File: src/rtl/emcc_ram.sv
module emcc_ram #(
  parameter int WIDTH = 8,
  parameter int DEPTH = 64
) (
  input  logic                     clk,
  input  logic                     we,
  input  logic [$clog2(DEPTH)-1:0] waddr,
  input  logic [WIDTH-1:0]         wdata,
  input  logic                     re,
  input  logic [$clog2(DEPTH)-1:0] raddr,
  output logic [WIDTH-1:0]         rdata
);

  logic [WIDTH-1:0] mem [DEPTH];

  // Registered read; data holds until the next read.
  always_ff @(posedge clk) begin
    if (we) begin
      mem[waddr] <= wdata;
    end
    if (re) begin
      rdata <= mem[raddr];
    end
  end

endmodule

File: config.mk
export PLATFORM = sky130hd
export DESIGN_NAME = emcc_ram
export DESIGN_NICKNAME = d
export VERILOG_FILES = /design/src/rtl/emcc_ram.sv
export SDC_FILE = /design/constraint.sdc
export NUM_CORES = 1
export LEC_CHECK = 0
export ABC_AREA = 1
export BUFFER_PORTS_ARGS = -buffer_cell sky130_fd_sc_hd__clkbuf_2
export CELL_PAD_IN_SITES_DETAIL_PLACEMENT = 1
export CELL_PAD_IN_SITES_GLOBAL_PLACEMENT = 2
export CORE_MARGIN = 3
export CORE_UTILIZATION = 39
export CTS_CLUSTER_DIAMETER = 80
export DETAILED_ROUTE_END_ITERATION = 8
export PLACE_DENSITY_LB_ADDON = 0.1
export SLEW_MARGIN = 20
export SYNTH_ARGS = -nofsm -noshare
export SYNTH_HDL_FRONTEND = slang
export SYNTH_SLANG_ARGS = --single-unit
File: constraint.sdc
create_clock -name clk -period 1.8 [get_ports clk]
set_clock_uncertainty 0.1 [all_clocks]
set_input_delay 0 -clock clk [delete_from_list [all_inputs] [get_ports clk]]
set_output_delay 0 -clock clk [all_outputs]
set_load 0.02 [all_outputs]
Word level (Yosys, flattened, before mapping)

Memory sizes are Yosys's and may differ from the RTL's. A register that Yosys moved wholly into a read port is not among the register bits.
Cells that the tools add are included.

Multiplexer cells: 2

Operator list:

| kind              | count |
|---|---|
| two-way mux 1 bit | 2 |

RAM bits: 512
Bits in registers: 0
Memories: 1

Memories:

| memory | words | width | rd ports | clocked after memory_dff | write ports | line | RTL |
|---|---|---|---|---|---|---|---|
| mem    | 64    | 8     | 1        | 1                        | 1           | 14   | `logic [WIDTH-1:0] mem [DEPTH];` |

Depth between registers and ports, before layout

Gate-level depths: netlist (run 1).

Depth in word-level cells: 2
Depth in mapped cells: 12
Depth with buffers taken out: 9

Least setup slack after synthesis (run 1)

No wires, ideal clock.

Path kind: input-to-reg
Start: input port we
End: memory mem[48][0], enable pin
Setup slack: -66 ps
Arrival: 1,371 ps
Buffers on the path: 1
Stages on the path: 3
Library setup time: 395 ps
Cells stage by stage: clkbuf_1 > nand4_1 > nor4_1

Longest elaborated chain between the ends: 2

RTL lines:

| what                                    | line | RTL |
|---|---|---|
| from (decl)                             | 6    | `input logic we,` |
| two-way mux 1 bit                       | 18   | `if (we) begin` |
| two-way mux 1 bit (implied by the code) | 19   | `mem[waddr] <= wdata;` |
| to (decl)                               | 14   |  |

Every way passes these cells.

Worst setup path after layout (run 1)

Start: input port waddr[1]
End: memory mem[12][0], enable pin

RTL lines:

| what        | line | RTL |
|---|---|---|
| from (decl) | 7    | `input logic [$clog2(DEPTH)-1:0] waddr,` |

Straight into the memory's write port.

==> results.md, run 1 <==
• complete, no violations — outcome
• 1805 — number of cells produced by synthesis
• 17.89% — synth-to-layout area growth
• 2 — level count of the clock H-tree
• 65 — largest net degree at the start of global routing
• 57770 µm² — die area
• nand2_1 — most common cell after layout, fill and taps aside
• no — unrepaired setup endpoints after global routing
• 648 x nand2_1, 520 x edfxtp_1, 438 x nand3_1 — most used cells in the layout excluding fill and tap cells
• 3 — Max Buffers Root-to-Sink
• 39.65% — initial standard-cell utilization of the core
• 0.7775 — RePlAce Congestion
• simple AND/OR/NAND/NOR gates — dominant combinational cell family by area after synthesis
• 39930 µm — dpl hpwl
• 0 — YS warnings
• 5 — Detailed Routing Iterations Pass 1
• 9.278 nW — leak pwr
• 22.73% — GRT Overall Usage
• buf_4 — Most common cell on crit path
• 11.87 µm² — Mean Syn Cell Area
• 15 — Distinct cells, synth
• 27.28 mW — post-layout total power
• 14830 — vias in the first global route
• 2.02 ns — data required time of the worst path
• 1.701 ns — clock period minus worst slack
• 9 — maximum net fanout on the critical path
• 5685 — count of fill cells added during filler insertion
• input port to flip-flop — path type of the worst min-delay path
• 23.09% — share of synthesized cell area in and, or, nand and nor gates
• 1968 — # nets final
• 0.12 ns — setup slack on the worst flop-to-flop path
• flip-flop — CP Capture Type
• 7 — number of logic stages on the critical path including buffering
• dlygate4sd3_1 — master of the slowest instance on the critical path
• 0% — xor and xnor area share after synthesis
• 0 — Final Hold Fails
• 0 — antenna-violating nets left
• 0 — antenna violations before repair
• 0% — Post-Synth Adder-Cell Area
• 6.8% — Comb power frac
• 8 — cell count of the worst reg-to-reg path
• 0% — multiplexer share of the synthesized area
• 22.58% — switching portion of total power
• 94.50% — period utilization
• yes — CTS tree
• 0.63 ns — later-pin clock latency in the skew report
• 0 — Ant. Diodes
• 23.94 µm — mean routed wirelength per cell
• 0 — number of violations of the max-capacitance limit
• 5 — Worst Path Buf+Inv
• 96300 µm — wire length of the first global-routing pass
• 0 — global route total overflow
• 0.5036 ns — transition at the pin with the smallest max-transition slack
• 0.5879 GHz — upper clock frequency limit
• 58 — CTS Buf Count
• rdata[2] — reg-to-reg critical path endpoint
• 21420 µm² — cell area after synthesis
• 240.4 µm — Die W
• 6.158 mW — switching power total
• dlygate4sd3_1 > clkbuf_2 > inv_1 > nand4_1 > buf_4 > nor2_1 > buf_4 — ordered list of cells on the worst path
• 0 — number of max-slew violations in the final report
• 14140 — routed vias
• 520 — clock sink total
• input port to flip-flop — category of the most critical setup path
• 0 ns — Fin Setup TNS
• 43.8% — share of power burned in the clock network
• 64360 µm — WL final
• 1.126 mV — worst voltage drop across the vdd grid
• 0 — remaining design rule violation count
• 0 — number of buffers inserted to repair setup after CTS
• 1080 nW/µm² — areal power density over the cells
• 0.55 ns — stage delay of the slowest cell on the critical path
• mem[6][2] — launching point of the worst reg2reg path
• 0.06 ns — Worst-path clk slew
• input port — startpoint type of the worst setup path
• clkbuf_16 — Root Driver
• 1828 — number of nets in the synthesized netlist
• 917 — violation count after the first detailed-route iteration
• waddr[1] — critical path launch point
• 0 — final setup violation count
• 66.43% — worst slew slack as a fraction of its limit
• buffers and inverters — Top Family by Delay on Critical Path
• 12.90% — fraction of layout cells with a size suffix above 1
• 520 — number of register bits inferred by synthesis
• 21.12 mW — cell internal pwr
• 72.90% — post-synthesis sequential area ratio
• 0% — share of the synthesized area in compound gates (AO/OA/AOI/OAI)
• 85 — number of rows in the core area
• 54030 µm² — area of the placeable core
• mem[12][0] — worst setup path endpoint
• 31 — number of top-level design ports
• 240.4 µm — chip height
• 30 — IO Port Bufs
• 1.92 ns — data arrival time of the critical path
• 49.4% — part of the power in registers
• 5.260 — via count normalized by instance count
[cells in the mapped netlist]
| library cell | instances | share of area (%) |
|---|---|---|
| buf_4 | 14 | 0.49 |
| clkbuf_1 | 15 | 0.26 |
| inv_2 | 1 | 0.018 |
| edfxtp_1 | 520 | 73 |
| nand2_1 | 648 | 11 |
| nand3_1 | 439 | 10 |
| nor4_1 | 8 | 0.23 |
| buf_8 | 2 | 0.14 |
| inv_1 | 10 | 0.18 |
| nand4_1 | 9 | 0.26 |
| buf_6 | 35 | 1.8 |
| inv_6 | 1 | 0.041 |
| nor2_1 | 56 | 0.98 |
| buf_1 | 10 | 0.18 |
| buf_2 | 37 | 0.86 |
[worst min-delay path: cells and delay by family]
family / cells / cell delay [ns]
AND/OR/NAND/NOR: 2 / 0.26
buffers and inverters: 2 / 0.32
[cells by family (layout without fill, tap and decap cells)]
kind of cell / after synthesis / in the layout
buffers and inverters: 125 / 312
and+or+nand+nor: 1160 / 1160
DFF: 520 / 520
[sequential cells by signal, indices dropped and copies added (netlist names)]
| name | flops |
|---|---|
| mem | 512 |
| rdata | 8 |
[power groups by stage]
stage | combinational [mW] | clock [mW] | sequential, mW
floorplan | 0.942 | 0 | 13.7
global placement | 1.85 | 0 | 13.7
detailed placement | 1.87 | 0 | 13.7
CTS | 1.90 | 12.2 | 13.5
global route | 2.06 | 12.7 | 13.5
finish | 1.87 | 11.9 | 13.5
[worst min path at each step]
stage | startpoint | endpoint | slack, ns | cells after the start
2_1_floorplan | wdata[0] | mem[0][0] | -0.001 | 0
3_3_place_gp | rdata[7] | rdata[7] | 0.42 | 1
3_5_place_dp | rdata[7] | rdata[7] | 0.42 | 1
4_1_cts | we | mem[58][1] | 0.02 | 4
5_1_grt | waddr[3] | mem[63][5] | 0.06 | 4
6_report | waddr[3] | mem[63][1] | 0.03 | 4
[area by class of cell]
type	count	area, µm²	area share, %
sequential	520	15620	61.84
timing repair buffer	193	1853	7.339
clock inverter	32	369.1	1.462
tap	696	870.8	3.449
inverter	12	55.05	0.2180
multi-input combinational	1160	4951	19.61
clock buffer	75	1536	6.085
[what timing repair did]
action / in CTS / in global routing
setup endpoints to repair: 0 / 14
hold buffers: 17 / 0
gates resized for setup: 0 / 1
endpoints found under the hold margin: 530 / 0
[through the flow]
stage               util, %  setup WS (ns)  hold WS, ns  instances  instance area (µm²)
detailed placement    42.89        -0.2248       0.4174       2564                23170
CTS                   46.73        0.01832      0.01576       2688                25250
global placement      42.89        -0.2146       0.4153       2564                23170
finish                46.74        0.09904      0.03487       2688                25250
floorplan                 -       -0.06612    -0.001131       1805                21420
global route          46.74        0.02093      0.05677       2688                25250
[metal layers]
layer,routed length (µm),GRT usage [%],share of wire [%],vias up
li1,-,-,-,6652
met1,29200,30.81,45,7139
met2,30710,37.71,48,241
met3,2122,2.914,3.3,108
met4,2319,8.415,3.6,0
met5,0,0,0,-
(Power assumes the default switching activity.)
==> run 2: changes to the inputs <==
ABC_AREA = 0   (was 1)
CORE_ASPECT_RATIO = 1.2   (was default)
CORE_UTILIZATION = 45   (was 39)
==> run 2 against run 1 <==
The flow now finishes with violations (negative setup slack). Largest power group unchanged. Sequential share of layout area grew 2.2 points. Die area is 18% lower. Routed wire length decreased by 21%. Maximum frequency shrank 20%.
==> results.md, run 2 <==
• flip-flop — startpoint type of the worst setup path
• 0.01723 ns — worst slack on hold paths, -0.01764 ns
• 1194 — # nets final, -39%
• 33000 µm — dpl hpwl, -17%
• mux4_2 > mux4_2 > nor2_2 > nor3_2 > o2bb2ai_1 — ordered list of cells on the worst path
• edfxtp_1 — Synth Flop Type
• input port to flip-flop — path type of the worst min-delay path
• 21.91% — GRT Overall Usage, -0.82 points
• 0.8678 mV — worst voltage drop across the vdd grid, -23%
• 0 — number of violations of the max-capacitance limit, unchanged
• 30 — IO Port Bufs, unchanged
• mux4_2 — master of the slowest instance on the critical path
• 45.95% — worst slew slack as a fraction of its limit, -20 points
• 0 — Final Hold Fails, unchanged
• 1 — maximum net fanout on the critical path, -8
• 44140 µm² — area of the placeable core, -18%
• 0 — number of buffers inserted to repair setup after CTS, unchanged
• 512 — number of flip-flops in the largest register, unchanged
• -0.5320 ns — Post-Place Worst Slack, -0.3072 ns
• clkbuf_16 — Root Driver
• 0 — remaining design rule violation count, unchanged
• 0 — number of max-slew violations in the final report, unchanged
• 0.54 ns — stage delay of the slowest cell on the critical path, about the same
• 1771 — Non-Filler Instances, -34%
• 0 — Worst Path Buf+Inv, -5
• 0.59 ns — later-pin clock latency in the skew report, -0.04 ns
• 0.06 ns — Worst-path clk slew, about the same
• finished with violations — outcome
• edfxtp_1 77%, mux4_2 14%, nor2_1 1.5%, mux2i_1 1.1%, mux2_2 0.72% — largest cells by area after synthesis
• 0 — antenna-violating nets left, unchanged
• 0 — global route total overflow, unchanged
• 42.7% — share of power burned in the clock network, -1.1 points
• 3 — Max Buffers Root-to-Sink, unchanged
• 24400 µm² — Non-Filler Cell Area, Final, -3.4%
• 20.31% — switching portion of total power, -2.3 points
• yes — unrepaired setup endpoints after global routing
• 940 — number of cells produced by synthesis, -48%
• 47590 µm² — die area, -18%
• mux4_2 — Most common cell on crit path
• 0.7928 — RePlAce Congestion, +2.0%
• 8.057 nW — leak pwr, -13%
• 50740 µm — WL final, -21%
• 55.27% — utilization after layout, +8.5 points
• 5.674 — via count normalized by instance count, +7.9%
• 36.63% — fraction of layout cells with a size suffix above 1, +24 points
• 520 — number of register bits inferred by synthesis, unchanged
• 10050 — routed vias, -29%
• 74330 µm — wire length of the first global-routing pass, -23%
• 10840 — vias in the first global route, -27%
• 22430 µm² — dpl cell area, -3.2%
• -0.3262 ns — PnR worst setup slack, -0.4252 ns
• 2 — level count of the clock H-tree, unchanged
• multiplexers — Top Family by Delay on Critical Path
• yes — CTS tree
• 65 — largest net degree at the start of global routing, unchanged
• 118.1% — period utilization, +24 points
• mem (512), rdata (8) — registers with the highest flip-flop counts
• 0.4703 GHz — upper clock frequency limit, -20%
• flip-flop — CP Capture Type
• 84 — number of rows in the core area, -1.2%
• 51.4% — part of the power in registers, +2.0 points
• 5 — Detailed Routing Iterations Pass 1, unchanged
• 0% — Post-synth ARST share, unchanged
• 28.65 µm — mean routed wirelength per cell, +20%
• 2.04 ns — data required time of the worst path, +0.02 ns
• 520 — clock sink total, unchanged
• negative setup slack — failing checks
• 520 x edfxtp_1, 173 x buf_4, 126 x mux4_2 — most used cells in the layout excluding fill and tap cells
• 39 — Distinct cells, synth, +24
• 520 x edfxtp_1, 126 x mux4_2, 83 x nor2_1 — commonest cells in the netlist
• 2.126 ns — clock period minus worst slack, +0.4252 ns
• 77.12% — post-synth top area share, +4.2 points
• 2.37 ns — data arrival time of the critical path, +0.45 ns
• 1 — antenna violations before repair, +1
• 0 — Ant. Diodes, unchanged
• 5.9% — Comb power frac, -0.9 points
• mem — most flop-heavy register
• 77.12% — post-synthesis sequential area ratio, +4.2 points
• 804 — violation count after the first detailed-route iteration, -12%
• 20.89 mW — cell internal pwr, -1.1%
• 21.54 µm² — Mean Syn Cell Area, +82%
• edfxtp_1 — most common cell after layout, fill and taps aside
• 199.6 µm — Die W, -17%
• 31 — number of top-level design ports, unchanged
• 51 — CTS Buf Count, -12%
• 8 — final setup violation count, +8
• 20250 µm² — cell area after synthesis, -5.5%
• 1665 — number of cells after detailed placement, -35%
• 45.87% — initial standard-cell utilization of the core, +6.2 points
• 3854 — count of fill cells added during filler insertion, -32%
• 520 — number of flops mapped to enable cells by yosys, unchanged
• 5.324 mW — switching power total, -14%
• flip-flop to flip-flop — category of the most critical setup path
• 20.50% — synth-to-layout area growth
• 238.4 µm — chip height, -0.83%
• 0.8107 ns — transition at the pin with the smallest max-transition slack, +0.3071 ns
• 963 — number of nets in the synthesized netlist, -47%
• edfxtp_1 — cell accounting for the most synthesized area
• 1074 nW/µm² — areal power density over the cells, -0.55%
• 0 — YS warnings, unchanged
• edfxtp_1 — library cell with the highest instance count after synthesis
-- run 2: cell types whose count changed after synthesis, sizes merged, moves of 8 or more --
cell	change
mux2	+13
o22ai	+8
buf	-64
mux4	+126
inv	-12
nand2	-629
nor2	+27
o221ai	+8
mux2i	+23
nand3	-426
nor2b	+14
-- run 2: cell type report --
type	count	area [µm²]	area share (%)
Sequential cell	520	15620	64.00
Tap cell	559	699.4	2.867
Clock inverter	30	387.9	1.590
Multi-Input combinational cell	369	4439	18.20
Clock buffer	64	1368	5.605
Timing Repair Buffer	229	1888	7.739
-- run 2: worst paths after layout --
| kind | cells past startpoint | from | end | slack, ns |
|---|---|---|---|---|
| setup / recovery | 5 | mem[7][1] | rdata[1] | -0.33 |
| hold reg to reg | 4 | mem[18][1] | rdata[1] | 0.86 |
| hold / removal | 1 | wdata[0] | mem[17][0] | 0.02 |
| setup reg to reg | 5 | mem[7][1] | rdata[1] | -0.33 |
-- run 2: timing repair --
action,in CTS,in global routing
pin swaps,1,2
endpoints found under the hold margin,288,8
resized for setup,16,4
setup endpoints to repair,8,8
hold buffers,11,1
-- run 2: through the flow --
stage                     power (mW)  setup TNS [ns]
after floorplan                14.46         -0.3416
after global placement         15.21          -3.547
after detailed placement       15.24          -3.579
after CTS                      26.46          -2.081
after global routing           27.03          -2.465
final                          26.21          -2.031
-- run 2: logic make-up after synthesis --
family,share of synthesized area (%)
mux,15.88
flops,77.12
simple gates,3.374
buf+inv,1.563
compound gates,2.064
-- run 2: metal layers --
metal | track usage (%) | part of all wire, % | vias to the layer above
li1 | - | - | 4392
met1 | 29.23 | 41 | 5353
met2 | 37.54 | 51 | 226
met3 | 3.305 | 4.2 | 76
met4 | 6.770 | 3.1 | 2
met5 | 0 | 0.026 | -
-- run 2: power by group through the flow --
stage / combinational [mW] / sequential (mW) / clock [mW]
4_1_cts: 1.57 / 13.5 / 11.4
3_3_place_gp: 1.49 / 13.7 / 0
5_1_grt: 1.65 / 13.5 / 11.9
2_1_floorplan: 0.733 / 13.7 / 0
6_report: 1.54 / 13.5 / 11.2
3_5_place_dp: 1.52 / 13.7 / 0
==> run 3: changes to the inputs <==
ABC_AREA = 1   (was 0)
CORE_UTILIZATION = 39   (was 45)
==> run 3 against run 2 <==
The run now ends clean. Sequential share of layout area is 1.1 points lower. Non-clock buffer count shrank 59. Clock power about the same. Sequential cell count stayed put. Worst hold slack improved by 0.083 ns. Core utilization fell by 9.3 points. Total power rose by 1.0%. Maximum frequency increased by 19%. Via count grew 40%. Die area grew 21%. Critical path type is now input port to flip-flop. Largest cell class unchanged.
==> results.md, run 3 (synthesized netlist as in run 1, its figures left out) <==
• complete, no violations — outcome
• 512 — number of flip-flops in the largest register, unchanged
• 57780 µm² — die area, +21%
• 0 — Ant. Diodes, unchanged
• 520 — clock sink total, unchanged
• 93330 µm — wire length of the first global-routing pass, +26%
• 21.62% — GRT Overall Usage, -0.29 points
• yes — CTS tree
• 6.7% — Comb power frac, +0.8 points
• 2 — level count of the clock H-tree, unchanged
• 30 — IO Port Bufs, unchanged
• 50.8% — part of the power in registers, -0.6 points
• 1.788 ns — clock period minus worst slack, -0.3385 ns
• 14030 — routed vias, +40%
• 93 — number of rows in the core area, +11%
• 0.7427 ns — transition at the pin with the smallest max-transition slack, -0.06801 ns
• 8 — cell count of the worst reg-to-reg path, +3
• -0.2542 ns — Post-Place Worst Slack, +0.2778 ns
• 0 — number of violations of the max-capacitance limit, unchanged
• 1002 — violation count after the first detailed-route iteration, +25%
• 262.7 µm — chip height, +10%
• 0 — Final Hold Fails, unchanged
• mem[49][2] — launching point of the worst reg2reg path
• 0.17 ns — setup slack on the worst flop-to-flop path, +0.50 ns
• 219.9 µm — Die W, +10%
• 0 — global route total overflow, unchanged
• 0.01227 ns — PnR worst setup slack, +0.3385 ns
• input port to flip-flop — path type of the worst min-delay path
• flip-flop — CP Capture Type
• 0 — antenna violations before repair, -1
• input port — startpoint type of the worst setup path
• 0 — antenna-violating nets left, unchanged
• 39.67% — initial standard-cell utilization of the core, -6.2 points
• 53990 µm² — area of the placeable core, +22%
• 14610 — vias in the first global route, +35%
• 26.48 mW — post-layout total power, +1.0%
• 20.59 mW — cell internal pwr, -1.4%
• 42.5% — share of power burned in the clock network, -0.2 points
• met4 — top metal layer carrying routed signals
• no — unrepaired setup endpoints after global routing
• 0.5594 GHz — upper clock frequency limit, +19%
• 0.60 ns — later-pin clock latency in the skew report, about the same
• 1940 — # nets final, +62%
• 0.06 ns — Worst-path clk slew, about the same
• 0 — final setup violation count, -8
• 0 — number of max-slew violations in the final report, unchanged
• 27520 µm — routed length on met1, +31%
• 9.051 nW — leak pwr, +12%
• 2366 µm — met3 wire length, +12%
• clkbuf_16 — Root Driver
• 36780 µm — dpl hpwl, +11%
• 99.32% — period utilization, -19 points
• 0.7612 — RePlAce Congestion, -4.0%
• 24810 µm² — Non-Filler Cell Area, Final, +1.7%
• 62150 µm — WL final, +22%
• 53 — CTS Buf Count, +3.9%
• 1.99 ns — data arrival time of the critical path, -0.38 ns
• 1067 nW/µm² — areal power density over the cells, -0.65%
• 15.84% — synth-to-layout area growth
• 0 — remaining design rule violation count, unchanged
• rdata[2] — reg-to-reg critical path endpoint
• 3 — Max Buffers Root-to-Sink, unchanged
• 30930 µm — met2 wire length, +19%
• 31 — number of top-level design ports, unchanged
• 2.01 ns — data required time of the worst path, -0.03 ns
• 648 x nand2_1, 520 x edfxtp_1, 439 x nand3_1 — most used cells in the layout excluding fill and tap cells
• 6 — maximum net fanout on the critical path, +5
• mem[36][5] — worst setup path endpoint
• mem — most flop-heavy register
• 122 — largest net degree at the start of global routing, +88%
• 11.96% — fraction of layout cells with a size suffix above 1, -25 points
• nand2_1 — most common cell after layout, fill and taps aside
• mem (512), rdata (8) — registers with the highest flip-flop counts
• 22910 µm² — dpl cell area, +2.1%
• 23.28 µm — mean routed wirelength per cell, -19%
• input port to flip-flop — category of the most critical setup path
• 5.896 mW — switching power total, +11%
• 5 — Detailed Routing Iterations Pass 1, unchanged
• waddr[5] — critical path launch point
• 5.255 — via count normalized by instance count, -7.4%
• 45.96% — utilization after layout, -9.3 points
• 50.43% — worst slew slack as a fraction of its limit, +4.5 points
• 22.26% — switching portion of total power, +2.0 points
• 0.8725 mV — worst voltage drop across the vdd grid, +0.54%
==> run 3: cell type report <==
class	count	area [µm²]
Multi-Input combinational cell	1160	4952
Sequential cell	520	15620
Fill cell	5739	29180
Tap cell	712	890.9
Clock inverter	33	386.6
Timing Repair Buffer	170	1553
Clock buffer	62	1360
Inverter	12	55.05
==> run 3: how the worst min path moves through the flow <==
stage	start	endpoint	slack (ns)	depth (start not counted)
after detailed placement	re	rdata[2]	0.36	1
after global routing	waddr[4]	mem[5][5]	0.11	5
after global placement	re	rdata[2]	0.36	1
after CTS	waddr[4]	mem[5][5]	0.04	5
after floorplan	wdata[0]	mem[0][0]	-0.001	0
final	waddr[4]	mem[5][6]	0.10	5
==> run 3: power groups by stage <==
stage                     combinational (mW)  clock (mW)  sequential [mW]
after floorplan                        0.942           0             13.7
after global placement                  1.76           0             13.7
after detailed placement                1.79           0             13.7
after CTS                               1.82        11.5             13.5
after global routing                    1.97        12.0             13.5
final                                   1.78        11.2             13.5
==> run 3: per-stage QoR <==
step	hold WS (ns)	setup TNS (ns)	cells
6_report	0.1001	0	2669
5_1_grt	0.1080	0	2669
4_1_cts	0.04376	0	2669
3_5_place_dp	0.3615	-1.668	2558
3_3_place_gp	0.3590	-1.399	2558
2_1_floorplan	-0.001131	-4.231	1805
==> run 3: routing by layer <==
layer  vias up  GRT usage (%)
met4         0          5.171
met3        77          3.192
met2       260          36.78
met5         -              0
met1      7120          29.28
li1       6569              -
==> run 3: timing repair <==
item / in CTS / in global routing
hold buffers: 16 / 0
gates resized for setup: 0 / 0
setup buffers: 0 / 0
hold endpoints to repair: 586 / 0
endpoints found under the setup margin: 0 / 0
==> run 3: worst max-delay path: stages <==
cell	delay, ns
dlygate4sd3_1	0.56
clkbuf_2	0.18
nand3_1	0.13
dlygate4sd3_1	0.60
nor2_1	0.28
buf_4	0.24
